===== config.mk =====
export PLATFORM = sky130hd
export DESIGN_NAME = lu_ram
export DESIGN_NICKNAME = d
export VERILOG_FILES = /design/src/lu_ram.sv
export SDC_FILE = /design/constraint.sdc
export NUM_CORES = 1
export LEC_CHECK = 0
export BUFFER_PORTS_ARGS = -buffer_cell sky130_fd_sc_hd__buf_4
export CAP_MARGIN = 20
export CORE_MARGIN = 2
export CORE_UTILIZATION = 45
export CTS_CLUSTER_DIAMETER = 150
export DETAILED_ROUTE_END_ITERATION = 16
export PLACE_DENSITY = 0.66
export SETUP_SLACK_MARGIN = 0.02
export SYNTH_ARGS = -nofsm -noshare
export SYNTH_HDL_FRONTEND = slang
export SYNTH_SLANG_ARGS = --single-unit

===== constraint.sdc =====
create_clock -name aclk -period 4.3 [get_ports aclk]
set_clock_uncertainty 0.15 [all_clocks]
set_input_delay 0.86 -clock aclk [delete_from_list [all_inputs] [get_ports aclk]]
set_output_delay 0.86 -clock aclk [all_outputs]
set_load 0.05 [all_outputs]

===== src/lu_ram.sv =====
// Generic single-write, single-read RAM with registered read data.
// No dependencies.
`timescale 1ns / 1ps
module lu_ram #(
    parameter int WIDTH = 32,
    parameter int DEPTH = 16
) (
    input  logic                     aclk,
    input  logic                     we,
    input  logic [$clog2(DEPTH)-1:0] waddr,
    input  logic [WIDTH-1:0]         wdata,
    input  logic [$clog2(DEPTH)-1:0] raddr,
    output logic [WIDTH-1:0]         rdata
);

    logic [WIDTH-1:0] mem [DEPTH];

    always_ff @(posedge aclk) begin
        if (we) begin
            mem[waddr] <= wdata;
        end
        rdata <= mem[raddr];
    end

endmodule


Word level (Yosys, flattened, before mapping)
Memories as Yosys holds them, arrays and structs flattened. A register that Yosys moved wholly into a read port is not among the register bits.
Cells that the tools add are included.

word-level totals
  memories = 1
  register bits after elaboration = 0
  output and inout bits = 32
  memory bits (writable) = 512
  word-level logic and storage cells = 3
  input port bits = 42

memory list
  name  words  bits a word  read ports  clocked after Yosys merged registers in  write ports  line  text
  mem   16     32           1           1                                        1            16    logic [WIDTH-1:0] mem [DEPTH];

operators by class
  multiplexer cells = 2

operator list
  operator  count
  $mux W1   2

Longest topological paths before layout
  depth after elaboration = 2
  mapped depth = 5
  mapped depth without buffers = 3

Worst setup path before layout
Ideal clock, no wire load.

  path kind = input to register
  from = in waddr[2]
  to = mem mem[0][0] (enable)
  stages = 2
  setup time = 0.461 ns
  buffers on the path = 0
  data required time = 3.689 ns
  data arrival time = 3.578 ns
  path slack = 0.110 ns
  cell sequence = or3b_2 -> nor3_1

RTL lines
  what         line  text
  from (decl)  10    input logic [$clog2(DEPTH)-1:0] waddr,
  to (decl)    16

Straight into the memory's write port.

Worst setup path after layout
  from = in waddr[0]
  to = mem mem[14][31] (enable)

Straight into the memory's write port.

==> summary by stage <==
Die
Measured along the x axis, the die boundary spans between 200 and 250 um. The vertical die dimension is 214 um. Once the floorplan was initialized, standard cells occupied 45.9% of the core.

The area of the placeable core is around 0.043 sq mm. The number of top-level pins is 74. The overall die area is 0.0458 sq mm. The number of placement rows is 76.

Finish
The post-route netlist has between 30% and 40% of its cells at a drive strength greater than 1. Cells fill between 50% and 60% of the core in the end. After the last flow step, the layout net total stands at approximately 990. The post-synthesis to final-layout area growth is 15.2%.

0 antenna diodes ended up in the layout.

STA
Static timing analysis puts the maximum clock frequency at roughly 430 MHz. The worst path needs 2.31 ns of the cycle, external delays included. The tightest hold path in the finished design has a slack of 0.436 ns. The headroom to the max-slew limit is 31.7%. The number of hold-slack violations in the final timing report is 0. Setup violations remaining at the end of the flow were counted as 0. The setup TNS is 0 ns. The max-slew violation total from the final report came to 0. For the pin with the worst max-slew slack, the measured transition is 1.02 ns. Setup repair after global routing left no endpoint under its margin. Of the available clock period, the critical path in the final layout requires 53.8%.

Placed design
The congestion estimate from routability-driven global placement came to 0.722. The count of buffers added on input and output ports is 73. Summed over all nets, the half-perimeter wirelength after detailed placement is just over 20000 um.

Synth
After synthesis the cells add up to 0.0199 sq mm. The count of synthesis-stage warnings from yosys is 0. The synthesized design contains around 540 register bits.

After synthesis, the largest family of logic cells by area is multiplexers. The area share of and/or/nand/nor cells after synthesis is roughly 1.3%. The synthesized instance count is around 840.

Multiplexer cells account for approximately 15% of the synthesized area. The number of different library cells in the post-synthesis netlist is 18. The biggest area contributor in the post-synthesis netlist is edfxtp_1. The number of enable flip-flop cells after synthesis is 512. After synthesis, the cell types taking the most area are edfxtp_1, mux4_2, dfxtp_1, a22oi_1, nand2_1. Summing the areas of all compound-gate instances in the mapped netlist gives 2.42% of the synthesized area. The area share of xor/xnor cells in the synthesized design is 0%. The area fraction of the dominant cell type after synthesis is between 70 and 80%.

Summing the areas of all fa, ha and maj instances in the mapped netlist gives 0% of the synthesized area. Sorting the synthesized cells by how often they occur yields edfxtp_1, mux4_2, a22oi_1. The total nets after synthesis is 880. The fraction of registers with async set or reset after synthesis is 0%. The dominant register cell in the synthesized netlist is edfxtp_1. The sequential cell area fraction in the yosys report is around four fifths.

The most frequently used cell type in the post-synthesis netlist is edfxtp_1. A synthesized cell averages 23.7 sq um.

Worst setup path
Of all nets on the critical path, the largest fanout is 20. The critical path in this run is classified as input port to register. STA puts the critical path data arrival time at about 2.4 ns. At the worst endpoint, the required time is between 4 and 5 ns. The critical path endpoint category is a register.

The critical path startpoint category is an input port.

Global routing
The first global-routing pass estimated 59900 um of wire. The remaining global-route overflow is 0. The number of global-route vias before repair is 9369. The initial antenna violation count is 2. Entering global routing, the biggest net connects 48 pins. Global routing consumed, over all layers together, 17.7% of the routing resources.

Routing
The number of optimization iterations in the first detailed-route pass is 5. The final routed DRC violation total is 0. The routed wire length per instance is 25.5 um. The per-cell via count in the routed design is roughly 5.6.

The first routing iteration left 835 violations. The detail route stage leaves a number of antenna-violating nets equal to 0. After detailed routing, the total wire length is 40300 um. Detailed routing inserted a total of 8889 vias.

Status
The run finished with clean final reports.

Clock tree
The clock-pin slew on the worst setup and hold paths is 0.06 ns. The number of buffers created by CTS is 53. After clock tree synthesis, the flow added hold-fix buffers numbering 0. The number of gates resized after cts is 0. The clock tree from TritonCTS is done. After clock tree synthesis, the setup repair step added 0 buffers. The tree is rooted in a clkbuf_16.

No sink is reached through more buffers than the 3 on the longest clock path. The clock tree synthesis step divided the H-tree into 2 levels. The source-to-sink clock delay at the later pin of the worst-skew pair is between 0.5 and 0.6 ns. The clock net sink count is 544.

Power
The maximum vdd drop is 0.281 mV. Summed over all cells, the static leakage comes to around 0.0073 uW. For this design the ratio of total power to cell area is 475 mW/mm^2.

Run
The max capacitance violation total is 0.

Min path
The worst min-delay path class is input port to register.
[layer usage]
metal | vias to the layer above | routed length [um] | GRT usage, %
met4 | 4 | 587 | 3.78
met3 | 54 | 2760 | 3.15
met2 | 304 | 19200 | 28.0
met5 | - | 23 | 0
li1 | 3798 | - | -
met1 | 4729 | 17700 | 26.0
[final timing paths]
check,startpoint,end,slack [ns],cells past startpoint
worst min-delay path,wdata[14],mem[0][14]$_DFFE_PP_,0.44,1
worst max register to register,mem[11][6]$_DFFE_PP_,rdata[6]$_DFF_P_,2.78,3
worst max-delay path,waddr[0],mem[14][31]$_DFFE_PP_,1.99,4
worst min register to register,mem[15][20]$_DFFE_PP_,rdata[20]$_DFF_P_,0.52,3
[sequential cells by signal, summed over array words and instances (netlist names)]
| name | count |
|---|---|
| rdata | 32 |
| mem | 512 |
[cells in the final DEF, fill, tap and decap left out]
cell type  instances
edfxtp_1         512
mux4_2           128
buf_4            100
a22oi_1           64
clkbuf_16         53
nand2_1           33
dfxtp_1           32
clkbuf_1          18
nor2_4            13
clkinv_1          11
clkinv_2           9
nor3_2             4
clkbuf_8           4
nor2b_4            2
nand3b_1           2
nand2b_1           2
bufinv_16          2
and2_2             1
nand3_1            1
or3b_2             1
buf_12             1
[cells by family after synthesis]
family / after synthesis
flip-flops: 544
multiplexers: 128
AO/OA/AOI/OAI: 64
AND/OR/NAND/NOR: 59
buffers and inverters: 43
[worst max-delay path, cell delays in order]
cell      delay, ns
buf_4          0.14
nand2b_1       0.32
nor2_4         0.53
buf_4          0.48
[cell type report]
| class | instances | area (sq um) |
|---|---|---|
| clock buffers | 74 | 1440 |
| clock inverters | 22 | 146 |
| fillers | 3299 | 20400 |
| multi-input cells | 251 | 3750 |
| flip-flops and latches | 544 | 16000 |
| well taps | 585 | 732 |
| repair buffers | 102 | 785 |
[stage by stage]
| step | setup WS (ns) | power, uW | std cells | area, sq um |
|---|---|---|---|---|
| 2_1_floorplan | 0.110 | 6480 | 838 | 19900 |
| 6_report | 1.99 | 10900 | 1578 | 22900 |
| 3_5_place_dp | 1.36 | 6750 | 1482 | 21300 |
| 3_3_place_gp | 1.36 | 6740 | 1482 | 21300 |
| 5_1_grt | 1.82 | 11200 | 1578 | 22900 |
| 4_1_cts | 1.96 | 11000 | 1578 | 22900 |
[report_power, final]
group / total, uW / internal (uW) / switching [uW]
Sequential: 5970 / 5930 / 40.7
Clock: 4230 / 2430 / 1800
Combinational: 655 / 244 / 411
No activity file was read; power rests on OpenSTA's default activity.
