[src/lu_pkg.sv]
// Package for the LU linear solver: sizes, types, state codes and
// fixed-point helpers. No dependencies.
`timescale 1ns / 1ps
package lu_pkg;

    localparam int MAX_ORDER  = 16;
    localparam int WORD_BITS  = 32;
    localparam int FRAC_BITS  = 16;
    localparam int IDX_BITS   = $clog2(MAX_ORDER);
    localparam int CNT_BITS   = $clog2(MAX_ORDER + 1);
    localparam int ADDR_BITS  = 2 * IDX_BITS;
    localparam int FIELD_BITS = 4;
    localparam int SIZE_BITS  = 5;
    localparam int DIV_BITS   = WORD_BITS + FRAC_BITS;
    localparam int SAT_BITS   = 2 * WORD_BITS;

    typedef logic signed [WORD_BITS-1:0] word_t;
    typedef logic [WORD_BITS-1:0]        mag_t;
    typedef logic [SAT_BITS-1:0]         wide_t;

    typedef enum logic [0:0] {
        CFG_SIZE  = 1'b0,
        CFG_PIVOT = 1'b1
    } cfg_idx_t;

    typedef enum logic [1:0] {
        PH_U,
        PH_L,
        PH_F,
        PH_B
    } phase_t;

    typedef enum logic [4:0] {
        S_IDLE,
        S_CP_RD,
        S_CP_WR,
        S_PV_RD,
        S_PV_CMP,
        S_SW_RD1,
        S_SW_RD2,
        S_SW_WR1,
        S_SW_WR2,
        S_DOT_INIT,
        S_RDA,
        S_RDB,
        S_MUL,
        S_ACC,
        S_BASE_RD,
        S_DIFF,
        S_DIV,
        S_WB,
        S_EM_RD,
        S_EM_LD,
        S_EM_WAIT
    } state_t;

    localparam word_t WMAX = {1'b0, {(WORD_BITS-1){1'b1}}};
    localparam word_t WMIN = {1'b1, {(WORD_BITS-1){1'b0}}};

    function automatic mag_t mag_of(word_t a);
        mag_of = a[WORD_BITS-1] ? mag_t'(-a) : mag_t'(a);
    endfunction

    function automatic word_t sat_mag(logic neg, wide_t m);
        wide_t lim;
        lim = SAT_BITS'(WMAX) + SAT_BITS'(neg);
        if (m > lim) begin
            sat_mag = neg ? WMIN : WMAX;
        end else if (neg) begin
            sat_mag = word_t'(-m[WORD_BITS-1:0]);
        end else begin
            sat_mag = word_t'(m[WORD_BITS-1:0]);
        end
    endfunction

    function automatic word_t sat_add(word_t a, word_t b);
        logic [WORD_BITS:0] s;
        s = {a[WORD_BITS-1], a} + {b[WORD_BITS-1], b};
        if (s[WORD_BITS] != s[WORD_BITS-1]) begin
            sat_add = s[WORD_BITS] ? WMIN : WMAX;
        end else begin
            sat_add = word_t'(s[WORD_BITS-1:0]);
        end
    endfunction

    function automatic word_t sat_sub(word_t a, word_t b);
        logic [WORD_BITS:0] s;
        s = {a[WORD_BITS-1], a} - {b[WORD_BITS-1], b};
        if (s[WORD_BITS] != s[WORD_BITS-1]) begin
            sat_sub = s[WORD_BITS] ? WMIN : WMAX;
        end else begin
            sat_sub = word_t'(s[WORD_BITS-1:0]);
        end
    endfunction

    function automatic word_t fx_mul(word_t a, word_t b);
        wide_t p;
        p = SAT_BITS'(mag_of(a)) * SAT_BITS'(mag_of(b));
        fx_mul = sat_mag(a[WORD_BITS-1] ^ b[WORD_BITS-1], p >> FRAC_BITS);
    endfunction

endpackage

[src/lu_div.sv]
// Iterative fixed-point divider, one quotient bit per cycle, saturating.
// Depends on lu_pkg.
`timescale 1ns / 1ps
module lu_div (
    input  logic          aclk,
    input  logic          aresetn,
    input  logic          start,
    input  lu_pkg::word_t num,
    input  lu_pkg::word_t den,
    output logic          done,
    output lu_pkg::word_t quo
);
    import lu_pkg::*;

    localparam int CB = $clog2(DIV_BITS + 1);

    logic                busy_reg, busy_next;
    logic                done_reg, done_next;
    logic [CB-1:0]       cnt_reg, cnt_next;
    mag_t                rem_reg, rem_next;
    logic [DIV_BITS-1:0] sh_reg, sh_next;
    mag_t                den_reg, den_next;
    logic                neg_reg, neg_next;
    logic [WORD_BITS:0]  rem_sh;
    logic                ge;

    always_comb begin
        busy_next = busy_reg;
        done_next = 1'b0;
        cnt_next  = cnt_reg;
        rem_next  = rem_reg;
        sh_next   = sh_reg;
        den_next  = den_reg;
        neg_next  = neg_reg;
        rem_sh    = {rem_reg, sh_reg[DIV_BITS-1]};
        ge        = rem_sh >= {1'b0, den_reg};
        if (start) begin
            busy_next = 1'b1;
            cnt_next  = CB'(DIV_BITS);
            rem_next  = '0;
            sh_next   = {mag_of(num), {FRAC_BITS{1'b0}}};
            den_next  = mag_of(den);
            neg_next  = num[WORD_BITS-1] ^ den[WORD_BITS-1];
        end else if (busy_reg) begin
            rem_next = ge ? mag_t'(rem_sh - {1'b0, den_reg}) : mag_t'(rem_sh);
            sh_next  = {sh_reg[DIV_BITS-2:0], ge};
            cnt_next = cnt_reg - CB'(1);
            if (cnt_reg == CB'(1)) begin
                busy_next = 1'b0;
                done_next = 1'b1;
            end
        end
    end

    always_ff @(posedge aclk) begin
        if (!aresetn) begin
            busy_reg <= 1'b0;
            done_reg <= 1'b0;
        end else begin
            busy_reg <= busy_next;
            done_reg <= done_next;
        end
        cnt_reg <= cnt_next;
        rem_reg <= rem_next;
        sh_reg  <= sh_next;
        den_reg <= den_next;
        neg_reg <= neg_next;
    end

    assign done = done_reg;
    assign quo  = sat_mag(neg_reg, SAT_BITS'(sh_reg));

endmodule

[config.mk]
export PLATFORM = sky130hd
export DESIGN_NAME = lu_div
export DESIGN_NICKNAME = d
export VERILOG_FILES = /design/src/lu_pkg.sv /design/src/lu_div.sv
export SDC_FILE = /design/constraint.sdc
export NUM_CORES = 1
export LEC_CHECK = 0
export BUFFER_PORTS_ARGS = -buffer_cell sky130_fd_sc_hd__buf_2
export CAP_MARGIN = 20
export CORE_AREA = 2 2 183 185
export DETAILED_ROUTE_END_ITERATION = 10
export DIE_AREA = 0 0 185 187
export PLACE_DENSITY = 0.44
export SKIP_LAST_GASP = 1
export SYNTH_ARGS = -nofsm -noshare
export SYNTH_HDL_FRONTEND = slang
export SYNTH_SLANG_ARGS = --single-unit
[constraint.sdc]
create_clock -name aclk -period 5.3 [get_ports aclk]
set_input_delay 0.265 -clock aclk [delete_from_list [all_inputs] [get_ports aclk]]
set_output_delay 0.265 -clock aclk [all_outputs]
set_load 0.01 [all_outputs]
# == Yosys cells after proc, flatten, opt, wreduce, memory -nomap -nowiden ==
# Cells that the tools add are included.
# op_classes
n_mux,12
n_eq_ne,1
n_reduce_logical,2
n_bitwise,3
add_sub_neg,6
order_cmp,2
# op_table
cell,n
2-to-1 mux 32 bit,5
2-to-1 mux 48 bit,2
negator 32 bit,3
greater-than comparator 48 x 32 -> 1 bit,1
greater-or-equal comparator 33 x 32 -> 1 bit,1
"adder 31 x 1 -> 32 bit, first input constant",1
subtractor 32 bit,1
2-to-1 mux 31 bit,1
"equality test 6 x 1 -> 1 bit, second input constant",1
"subtractor 6 x 1 -> 6 bit, second input constant",1
2-to-1 mux 1 bit,4
OR reduction 3 bit,1
NOT 1 bit,2
nonzero test 2 bit,1
XOR 1 bit,1
# word_totals
elab_cells,35
input_bits,67
out_inout_bits,33
regBits,121

# == Depth between registers and ports, before layout ==
# Gate-level depths: netlist of run 1.
# logic_depth
depth_word,4
ltp_mapped,13
mapped_depth_nobuf,11

# == Worst setup path after synthesis of run 1 ==
# OpenSTA, ideal clock, no wires.
# synth_timing
path_type,reg2out
startpoint,register neg_reg
endpoint,output quo[11]
path_stages_with_launch,14
path_buffers,3
required_ns,5.035
arrival_ns,4.158
path_slack_ns,0.877
cell_sequence,edfxtp_1 inv_1 clkbuf_1 ha_1 and4_1 nand4_1 nor4_1 nand3_1 a32oi_1 and2_1 clkbuf_1 buf_1 nand2_1 o311ai_0
# synth_via
elab_chain_len,3
word_cells_on_any_way,5
cone_classes,add/sub (1); order compare (1); mux (3)
# synth_rtl
item,line_no,text
"start, declared",lu_div.sv:23,"logic neg_reg, neg_next;"
"start signal, assigned",lu_div.sv:67,neg_reg <= neg_next;
adder 31 x 1 -> 32 bit,lu_pkg.sv:66,lim = SAT_BITS'(WMAX) + SAT_BITS'(neg);
greater-than comparator 48 x 32 -> 1 bit,lu_pkg.sv:67,if (m > lim) begin
2-to-1 mux 32 bit *,lu_pkg.sv:67,
"end, declared",lu_div.sv:11,output lu_pkg::word_t quo
# Every way passes the cells marked *; elsewhere a longest branch is shown, timed or not.

# == Worst setup path in the final report of run 1 ==
# layout_timing
startpoint,register neg_reg
endpoint,output quo[19]
# Same word-level chain as after synthesis.

==> impl_results.md, run 1 <==
- Area leader, netlist: edfxtp_1
- Initial DRC Count: between 400 and 500
- Buffers & Inverters on Critical Path: 5
- Vias post-DR: ~8500
- GR peak layer: met2
- GR Util met2: 25.4%
- Pwr Density: 290 nW/um^2
- Peak Freq: ~220 MHz
- DP Cell Count: 1594
- Initial Util: between 20 and 30%
- Final net count: 1302
- Chip Height: roughly 190 um
- Worst Path Arrival: between 4000 and 5000 ps
- GRT Residual Overflow: 0
- Sequential share of the synthesized area: 31.9%
- Clock buffer depth: 2
- Worst-margin pin slew: between 1000 and 1500 ps
- Max reg flops: 48
- DIE WIDTH: around 190 um
- WL final: about 26000 um
- Core ar.: between 30000 and 40000 um^2
- Largest net degree at the start of global routing: 93
- Fin cells: 1626
- RSZ-0062 raised after global routing: no
- Yosys Warn Count: 0
- PortBufs: 99
- R2R Setup Slk: roughly 1700 ps
- Async set-reset flop share out of synthesis: 0%
- Leak: between 4 and 5 nW
- Period minus WS final: approximately 4600 ps
- Most used cell, CP: buf_4
- Worst setup EP type: primary output
- Setup Fix Bufs, Post-CTS: 0
- DR WL/cell: between 15 and 20 um
- Synth cell types: 70
- Status: complete, no violations
- CTS tree: built
- Maximum fanout along the worst path: 20
- Mapped Avg Cell Area: ~9 um^2
- ANT cells: 0
- Post-synth EDFFs: 65
- Hold Path Class: input pin to flop
- Gpl congestion: 0.820
- WS Path Type: flop to primary output
- Worst-path clk slew: about 60 ps
- Post-CTS sizing: 0
- Top_reg_cell synth: edfxtp_1
- Setup-failing EPs final: 0
- DRC: 0
- Count of pins over their slew limit: 0
- Synth Register Bits: 121
- VDD IR max: between 0.2 and 0.3 mV
- CP delay by family, top: simple AND/OR/NAND/NOR gates
- Top-area cell type share of the netlist area: between 20% and 30%
- Tcrit/Tclk final: 86.5%
- Die ar.: approximately 35000 um^2
- First-pass GRT wire length: roughly 44000 um
- Hold_buf cts: 0
- Share of cells above drive strength 1: 15.4%
- Total Routing Usage GR: approximately 15%
- Setup Total Neg Slack: 0 ps
- Startpoint Class: flop
- Worst path required time: 5040 ps
- Maxcap violations: 0
- Fin. Hold Viols: 0
- Dpl hpwl: 19300 um
- Worst slew margin: approximately 28%
- H-tree lvl count: 4
- Grt met3 use: ~2.7%
- Vias in the first global route: about 8300
- Met1 usage: about a fifth
- Initial antenna violation count: 0
- # rows: 67
- Cell Area, Synth: just under 10000 um^2
- Boundary pin count: 100
- Syn_nets: around 1200
- Fin Hold WS: 58.9 ps
- Antenna viol nets, final: 0
- Critical-path cell list: buf_4 -> inv_1 -> ha_1 -> and4_1 -> nand4_1 -> nor4_1 -> nand3_1 -> a32oi_1 -> and2_1 -> buf_4 -> nor2_1 -> buf_4 -> a221o_1 -> buf_2
- First-pass DRT Iterations: 5
- Via-per-instance ratio: around 5.2
- Skew final: between 10 and 15 ps
- CP peak stage delay: about 630 ps
- Final core occ: between 30% and 40%
- Skew-Pair Late Insertion Delay: around 420 ps
- Clk sinks: 121
- Total CTS buffers: 17
- Top post-synthesis cells by area: edfxtp_1, dfxtp_1, ha_1
- Slowest-stage cell, CP: edfxtp_1
- Area growth syn-to-layout: 16.1%
- Mapped Cells: ~1100
- Clock Tree Root: clkbuf_16
[logic make-up (layout without fill, tap and decap cells)]
logic type | after synthesis | in the layout | share of synthesized area (%)
xor gates and xnor gates | 83 | 83 | 7.54
adders and majority gates | 70 | 70 | 9.17
and+or+nand+nor | 344 | 344 | 18.5
AOI/OAI and AO/OA | 315 | 315 | 23.7
muxes | 46 | 46 | 4.79
DFF | 121 | 121 | 31.9
buffers and inverters | 113 | 199 | 4.42
[routing by layer]
metal	vias to the layer above	part of all wire [%]
li1	4270	-
met1	3973	48
met2	204	46
met3	14	4.2
met4	0	0.90
met5	-	0
[final timing paths]
check         startpoint         end  cells after the start
max              neg_reg     quo[19]                     14
min               den[0]  den_reg[0]                      1
max reg2reg  den_reg[18]  rem_reg[1]                     11
min reg2reg   cnt_reg[0]  cnt_reg[0]                      2
[per-stage QoR]
stage,power [mW],setup WS [ps],cell area (um^2)
6_report,3.24,714,11200
3_3_place_gp,2.06,1270,10600
4_1_cts,3.28,704,11200
2_1_floorplan,1.80,877,9640
5_1_grt,3.44,345,11200
3_5_place_dp,2.06,1160,10600
[final cells by class]
class                   instances  area (um^2)
fillers                      3476        21700
multi-input cells             858         6140
flip-flops and latches        121         3080
repair buffers                110          581
well taps                     448          561
clock buffers                  20          457
inverters                      57          214
clock inverters                12          150
[Yosys cell counts, drive strengths merged, types with 8 or more instances]
| master | n |
|---|---|
| nor2 | 94 |
| nand2 | 74 |
| xnor2 | 72 |
| ha | 69 |
| edfxtp | 65 |
| inv | 57 |
| dfxtp | 56 |
| o21ai | 55 |
| clkbuf | 50 |
| a21oi | 46 |
| mux2i | 45 |
| a22o | 30 |
| or3 | 29 |
| o31ai | 27 |
| nor3 | 26 |
| a211oi | 25 |
| a21o | 25 |
| a221o | 15 |
| nor4 | 15 |
| nand3 | 14 |
| or4 | 14 |
| a31o | 12 |
| nor2b | 12 |
| or2 | 12 |
| xor2 | 11 |
| nand2b | 10 |
| nand4 | 10 |
| o311ai | 10 |
| a31oi | 9 |
| and3 | 9 |
| o21a | 9 |
| o211ai | 8 |
| o41ai | 8 |
[placed cells by master (no fill, tap or decap), drive strengths merged, types with 5 or more instances in the layout]
master | Yosys | final
buf | 6 | 110
nor2 | 94 | 94
nand2 | 74 | 74
xnor2 | 72 | 72
ha | 69 | 69
edfxtp | 65 | 65
inv | 57 | 57
dfxtp | 56 | 56
o21ai | 55 | 55
a21oi | 46 | 46
mux2i | 45 | 45
a22o | 30 | 30
or3 | 29 | 29
o31ai | 27 | 27
nor3 | 26 | 26
a21o | 25 | 25
a211oi | 25 | 25
clkbuf | 50 | 20
nor4 | 15 | 15
a221o | 15 | 15
nand3 | 14 | 14
or4 | 14 | 14
or2 | 12 | 12
a31o | 12 | 12
nor2b | 12 | 12
xor2 | 11 | 11
nand4 | 10 | 10
o311ai | 10 | 10
nand2b | 10 | 10
and3 | 9 | 9
a31oi | 9 | 9
o21a | 9 | 9
o211ai | 8 | 8
o41ai | 8 | 8
and4 | 6 | 6
nor3b | 5 | 5
a21boi | 5 | 5
clkinvlp | 0 | 5
[power breakdown]
| group | leakage, nW | internal, mW | switching (mW) |
|---|---|---|---|
| Clock | 0.282 | 0.761 | 0.441 |
| Combinational | 3.17 | 0.377 | 0.488 |
| Sequential | 1.12 | 1.09 | 0.0892 |
| Total | 4.57 | 2.22 | 1.02 |
Power figures use the tool's default switching activity.
==> inputs of run 2 (changes only) <==
CELL_PAD_IN_SITES_DETAIL_PLACEMENT = 2   (was not set)
CELL_PAD_IN_SITES_GLOBAL_PLACEMENT = 2   (was not set)
CORE_AREA = 2 2 169 171   (was 2 2 183 185)
DIE_AREA = 0 0 171 173   (was 0 0 185 187)
PLACE_DENSITY = 0.75   (was 0.44)
==> run 2 against run 1 <==
Clock-buffer cell count is 2 lower. Sequential cell count is the same. Sequential power hardly changed. Total power is 3.5% higher. Largest power group unchanged. Combinational power up 5.2%. Global-route usage rose by 5.1 points. Clock skew shrank 0.58 ps. Clock power is 7% higher. Core utilization up 6.3 points.
==> impl_results.md, run 2 (synthesis results as in run 1) <==
- Met1 usage: 26.4% (was 21.2%)
- Final core occ: 40.4% (was 34.0%)
- Vias post-DR: 8753 (was 8461)
- Commonest non-fill, non-tap cell in the layout: buf_2 (unchanged)
- H-tree lvl count: 4 (unchanged)
- DIE WIDTH: 171 um (was 185 um)
- First-pass GRT wire length: 49600 um (was 43800 um)
- Skew-Pair Late Insertion Delay: 420 ps (about the same)
- Finished Cell Area: 11100 um^2 (was 11200 um^2)
- Worst Path Arrival: 4220 ps (was 4320 ps)
- ANT cells: 0 (unchanged)
- Leak: 4.61 nW (was 4.57 nW)
- Area after DPL: 10500 um^2 (was 10600 um^2)
- Setup Fix Bufs, Post-CTS: 0 (unchanged)
- # rows: 61 (was 67)
- Grt met3 use: 2.93% (was 2.69%)
- Register Area: 3080 um^2 (unchanged)
- Fin. Hold Viols: 0 (unchanged)
- Hold_buf cts: 0 (unchanged)
- Worst slew margin: 38.9% (was 28.4%)
- Initial DRC Count: 431 (was 437)
- Worst-path clk slew: 60 ps (about the same)
- Final net count: 1304 (was 1302)
- Total Routing Usage GR: 20.6% (was 15.5%)
- Setup Total Neg Slack: 0 ps (unchanged)
- Filler instances: 3130 (was 3476)
- Share of cells above drive strength 1: 15.4% (about the same)
- First-pass DRT Iterations: 4 (was 5)
- GR peak layer: met2 (unchanged)
- Max reg flops: 48 (unchanged)
- Clock Tree Root: clkbuf_16 (unchanged)
- Area growth syn-to-layout: 15.7% (was 16.1%)
- Clk sinks: 121 (unchanged)
- Worst path required time: 5040 ps (about the same)
- Area of the multi-input gates: 6140 um^2 (unchanged)
- CTS tree: built (unchanged)
- Maximum fanout along the worst path: 8 (was 20)
- DRC: 0 (unchanged)
- Largest net degree at the start of global routing: 70 (was 93)
- DR WL/cell: 19.2 um (was 16.2 um)
- Worst setup EP type: primary output (unchanged)
- Initial Util: 34.9% (was 29.3%)
- WL final: 29900 um (was 26300 um)
- Boundary pin count: 100 (unchanged)
- Antenna viol nets, final: 0 (unchanged)
- Chip Height: 173 um (was 187 um)
- Peak Freq: 223 MHz (was 218 MHz)
- GR Util met2: 37.1% (was 25.4%)
- Post-CTS sizing: 0 (unchanged)
- Tcrit/Tclk final: 84.5% (was 86.5%)
- VDD IR max: 0.200 mV (was 0.251 mV)
- Count of pins over their slew limit: 0 (unchanged)
- Status: complete, no violations (unchanged)
- RSZ-0062 raised after global routing: no (unchanged)
- Core ar.: 27600 um^2 (was 32900 um^2)
- Clock buffer depth: 2 (unchanged)
- Dpl hpwl: 22100 um (was 19300 um)
- Vias in the first global route: 9334 (was 8253)
- Gpl congestion: 0.796 (was 0.820)
- Startpoint Class: flop (unchanged)
- Initial antenna violation count: 0 (unchanged)
- Fin Hold WS: 60.1 ps (was 58.9 ps)
- Period minus WS final: 4480 ps (was 4590 ps)
- Via-per-instance ratio: 5.62 (was 5.20)
- Total CTS buffers: 17 (unchanged)
- Worst-margin pin slew: 909 ps (was 1070 ps)
- PortBufs: 99 (unchanged)
- Die ar.: 29600 um^2 (was 34600 um^2)
- GRT Residual Overflow: 0 (unchanged)
- Setup-failing EPs final: 0 (unchanged)
- Skew final: 10.6 ps (was 11.2 ps)
- Maxcap violations: 0 (unchanged)
- Pwr Density: 301 nW/um^2 (was 290 nW/um^2)
- WS Path Type: flop to primary output (unchanged)
- Hold Path Class: input pin to flop (unchanged)
- Most frequent cells in the layout: buf_2, nor2_1, nand2_1, xnor2_1, ha_1 (unchanged)
- Pwr Total: 3.36 mW (was 3.24 mW)
## run 2: changes by cell type in the layout (fill, tap and decap cells not counted)
cell | previous run | this run
buf_12 | 0 | 1
buf_4 | 12 | 13
bufinv_16 | 3 | 5
clkbuf_8 | 2 | 0
clkinv_1 | 1 | 2
clkinv_2 | 2 | 3
clkinvlp_4 | 5 | 3
## run 2: per-layer routing
metal	routed length [um]	part of all wire, %	vias up
met3	634	2.1	14
met5	0	0	-
met1	13900	46	4372
met4	217	0.72	0
li1	-	-	4267
met2	15200	51	100
## run 2: metrics by stage
step	std cells	setup WS, ps
finish	1558	819
global route	1558	593
CTS	1558	821
detailed placement	1526	1290
global placement	1526	1360
floorplan	1092	877
## run 2: final timing paths
check | from | endpoint | slack, ps | cells past startpoint
setup reg to reg | den_reg[18] | rem_reg[25] | 1790 | 11
hold reg to reg | cnt_reg[1] | cnt_reg[1] | 510 | 2
hold / removal | den[0] | den_reg[0] | 60 | 1
setup / recovery | sh_reg[0] | quo[24] | 820 | 11
## run 2: worst max-delay path, stage by stage (launching register included)
cell and delay (ps):
dfxtp_1 350, inv_1 140, ha_1 250, or3b_1 420
or3_1 370, or4_4 540, or3_1 470, or3_1 510
nor4bb_1 300, o21ai_0 130, o311ai_0 140, buf_2 200
## run 2: report_power, final
| group | switching [mW] | internal, mW | leakage, nW |
|---|---|---|---|
| Clock | 0.450 | 0.829 | 0.301 |
| Sequential | 0.0828 | 1.09 | 1.12 |
| Combinational | 0.529 | 0.381 | 3.19 |
| Total | 1.06 | 2.30 | 4.61 |
## run 2: cell type report
class / instances / area share [%]
Clock buffer: 18 / 3.85
Timing Repair Buffer: 112 / 5.45
Sequential cell: 121 / 27.6
Clock inverter: 14 / 1.83
Multi-Input combinational cell: 858 / 55.1
Tap cell: 378 / 4.24
Inverter: 57 / 1.92
==> inputs of run 3 (changes only) <==
clock period = 4.66 ns   (was 5.3 ns; I/O delays follow)
==> run 3 against run 2 <==
Cell count hardly changed. Highest routed layer unchanged. Clock skew is 0.85 ps higher. Largest cell class unchanged. Critical path depth stayed put.
==> impl_results.md, run 3 (synthesis results as in run 1) <==
- Area growth syn-to-layout: 15.7% (about the same)
- Worst slew margin: 34.4% (was 38.9%)
- Startpoint Class: flop (unchanged)
- DRC: 0 (unchanged)
- Status: complete, no violations (unchanged)
- Leak: 4.61 nW (about the same)
- Max reg flops: 48 (unchanged)
- Cells on worst reg2reg path: 11 (unchanged)
- Pwr Total: 3.84 mW (was 3.36 mW)
- H-tree lvl count: 4 (unchanged)
- Fin Hold WS: 33.7 ps (was 60.1 ps)
- Fin cells: 1557 (was 1558)
- Worst-margin pin slew: 974 ps (was 909 ps)
- Final net count: 1303 (was 1304)
- GR Util met2: 36.5% (was 37.1%)
- Largest net degree at the start of global routing: 65 (was 70)
- Dpl hpwl: 22200 um (was 22100 um)
- Count of pins over their slew limit: 0 (unchanged)
- RSZ-0062 raised after global routing: no (unchanged)
- Pwr Density: 345 nW/um^2 (was 301 nW/um^2)
- Clock buffer depth: 2 (unchanged)
- Worst Path Arrival: 4220 ps (about the same)
- WS Path Type: flop to primary output (unchanged)
- Finished Cell Area: 11100 um^2 (about the same)
- Maxcap violations: 0 (unchanged)
- Core ar.: 27600 um^2 (unchanged)
- Skew final: 11.4 ps (was 10.6 ps)
- Peak Freq: around 220 MHz
- Period minus WS final: between 4000 and 5000 ps
- Initial antenna violation count: 0 (unchanged)
- Filler instances: 3089 (was 3130)
- VDD IR max: 0.218 mV (was 0.200 mV)
- R2R Setup Slk: 1180 ps (was 1790 ps)
- ANT cells: 0 (unchanged)
- Crit path to: quo[24] (unchanged)
- Clock Tree Root: clkbuf_16 (unchanged)
- Vias post-DR: 8706 (was 8753)
- Post-place setup slack: 675 ps (was 1290 ps)
- Antenna viol nets, final: 0 (unchanged)
- Worst setup EP type: primary output (unchanged)
- GRT Residual Overflow: 0 (unchanged)
- Initial Util: 34.9% (unchanged)
- Worst-path clk slew: 60 ps (about the same)
- Chip Height: 173 um (unchanged)
- Reg-to-reg critical path startpoint: sh_reg[47] (was den_reg[18])
- Area after DPL: 10500 um^2 (about the same)
- Tcrit/Tclk final: a little over nine tenths
- Commonest non-fill, non-tap cell in the layout: buf_2 (unchanged)
- First-pass GRT wire length: 49800 um (was 49600 um)
- Initial DRC Count: 466 (was 431)
- Via-per-instance ratio: 5.59 (was 5.62)
- Hold Path Class: input pin to flop (unchanged)
- PortBufs: 99 (unchanged)
- # rows: 61 (unchanged)
- Setup-failing EPs final: 0 (unchanged)
- Fin worst setup slack: 210 ps (was 819 ps)
- CTS tree: built (unchanged)
- DR WL/cell: 19.3 um (was 19.2 um)
- Clk sinks: 121 (unchanged)
- Boundary pin count: 100 (unchanged)
- Vias in the first global route: 9408 (was 9334)
- Fin. Hold Viols: 0 (unchanged)
- Met1 usage: 26.7% (was 26.4%)
- Most frequent cells in the layout: buf_2, nor2_1, nand2_1, xnor2_1, ha_1 (unchanged)
- Setup Total Neg Slack: 0 ps (unchanged)
- Gpl congestion: 0.819 (was 0.796)
- GR peak layer: met2 (unchanged)
- Die ar.: 29600 um^2 (unchanged)
- Maximum fanout along the worst path: 8 (unchanged)
- DP Cell Count: 1525 (was 1526)
- WL final: 30100 um (was 29900 um)
- Worst Setup SP: sh_reg[0] (unchanged)
- Total CTS buffers: 17 (unchanged)
- Worst R2R End: rem_reg[30] (was rem_reg[25])
- Setup Fix Bufs, Post-CTS: 0 (unchanged)
- Final core occ: 40.3% (was 40.4%)
- Grt met3 use: 2.88% (was 2.93%)
- First-pass DRT Iterations: 4 (unchanged)
- Worst path required time: 4430 ps (was 5040 ps)
- Skew-Pair Late Insertion Delay: 420 ps (about the same)
- Total Routing Usage GR: 20.6% (about the same)
- DIE WIDTH: 171 um (unchanged)
- Share of cells above drive strength 1: 15.4% (about the same)
[run 3: cell count changes in the layout (fill, tap and decap cells not counted), sizes merged]
cell / previous run / this run
clkbuf: 18 / 20
clkinvlp: 3 / 1
buf: 112 / 111
[run 3: layout make-up]
class                           instances  area, um^2  area share, %
Timing Repair Buffer                  111         601           5.39
Sequential cell                       121        3080           27.6
Clock buffer                           20         437           3.92
Inverter                               57         214           1.92
Multi-Input combinational cell        858        6150           55.1
Clock inverter                         12         199           1.78
Tap cell                              378         473           4.24
[run 3: critical path, cell delays in order (launching register included)]
cell	delay [ps]
dfxtp_1	360
inv_1	150
ha_1	230
or3b_1	410
or3_1	390
or4_4	530
or3_1	460
or3_1	500
nor4bb_1	300
o21ai_0	130
o311ai_0	140
buf_2	200
[run 3: timing repair]
| action | in CTS | in global routing |
|---|---|---|
| gates resized for setup | 0 | 1 |
| endpoints found under the setup margin | 0 | 2 |
| hold buffers | 0 | 0 |
[run 3: worst min-delay path by stage]
stage | slack (ps) | depth (start not counted) | from | end
floorplan | 330 | 0 | den[0] | den_reg[0]
global placement | 450 | 1 | den[0] | den_reg[0]
detailed placement | 460 | 1 | den[0] | den_reg[0]
CTS | 10 | 1 | den[0] | den_reg[0]
global route | 20 | 1 | den[0] | den_reg[0]
finish | 30 | 1 | den[0] | den_reg[0]
[run 3: layer usage]
| layer | share of wire [%] | vias up |
|---|---|---|
| met5 | 0 | - |
| met4 | 0.65 | 0 |
| met3 | 2.6 | 13 |
| met2 | 50 | 113 |
| met1 | 46 | 4325 |
| li1 | - | 4255 |
[run 3: power breakdown]
part | switching (mW) | total, mW | internal, mW
Clock | 0.527 | 1.48 | 0.949
Combinational | 0.604 | 1.04 | 0.436
Sequential | 0.0945 | 1.33 | 1.23
Total | 1.23 | 3.84 | 2.62
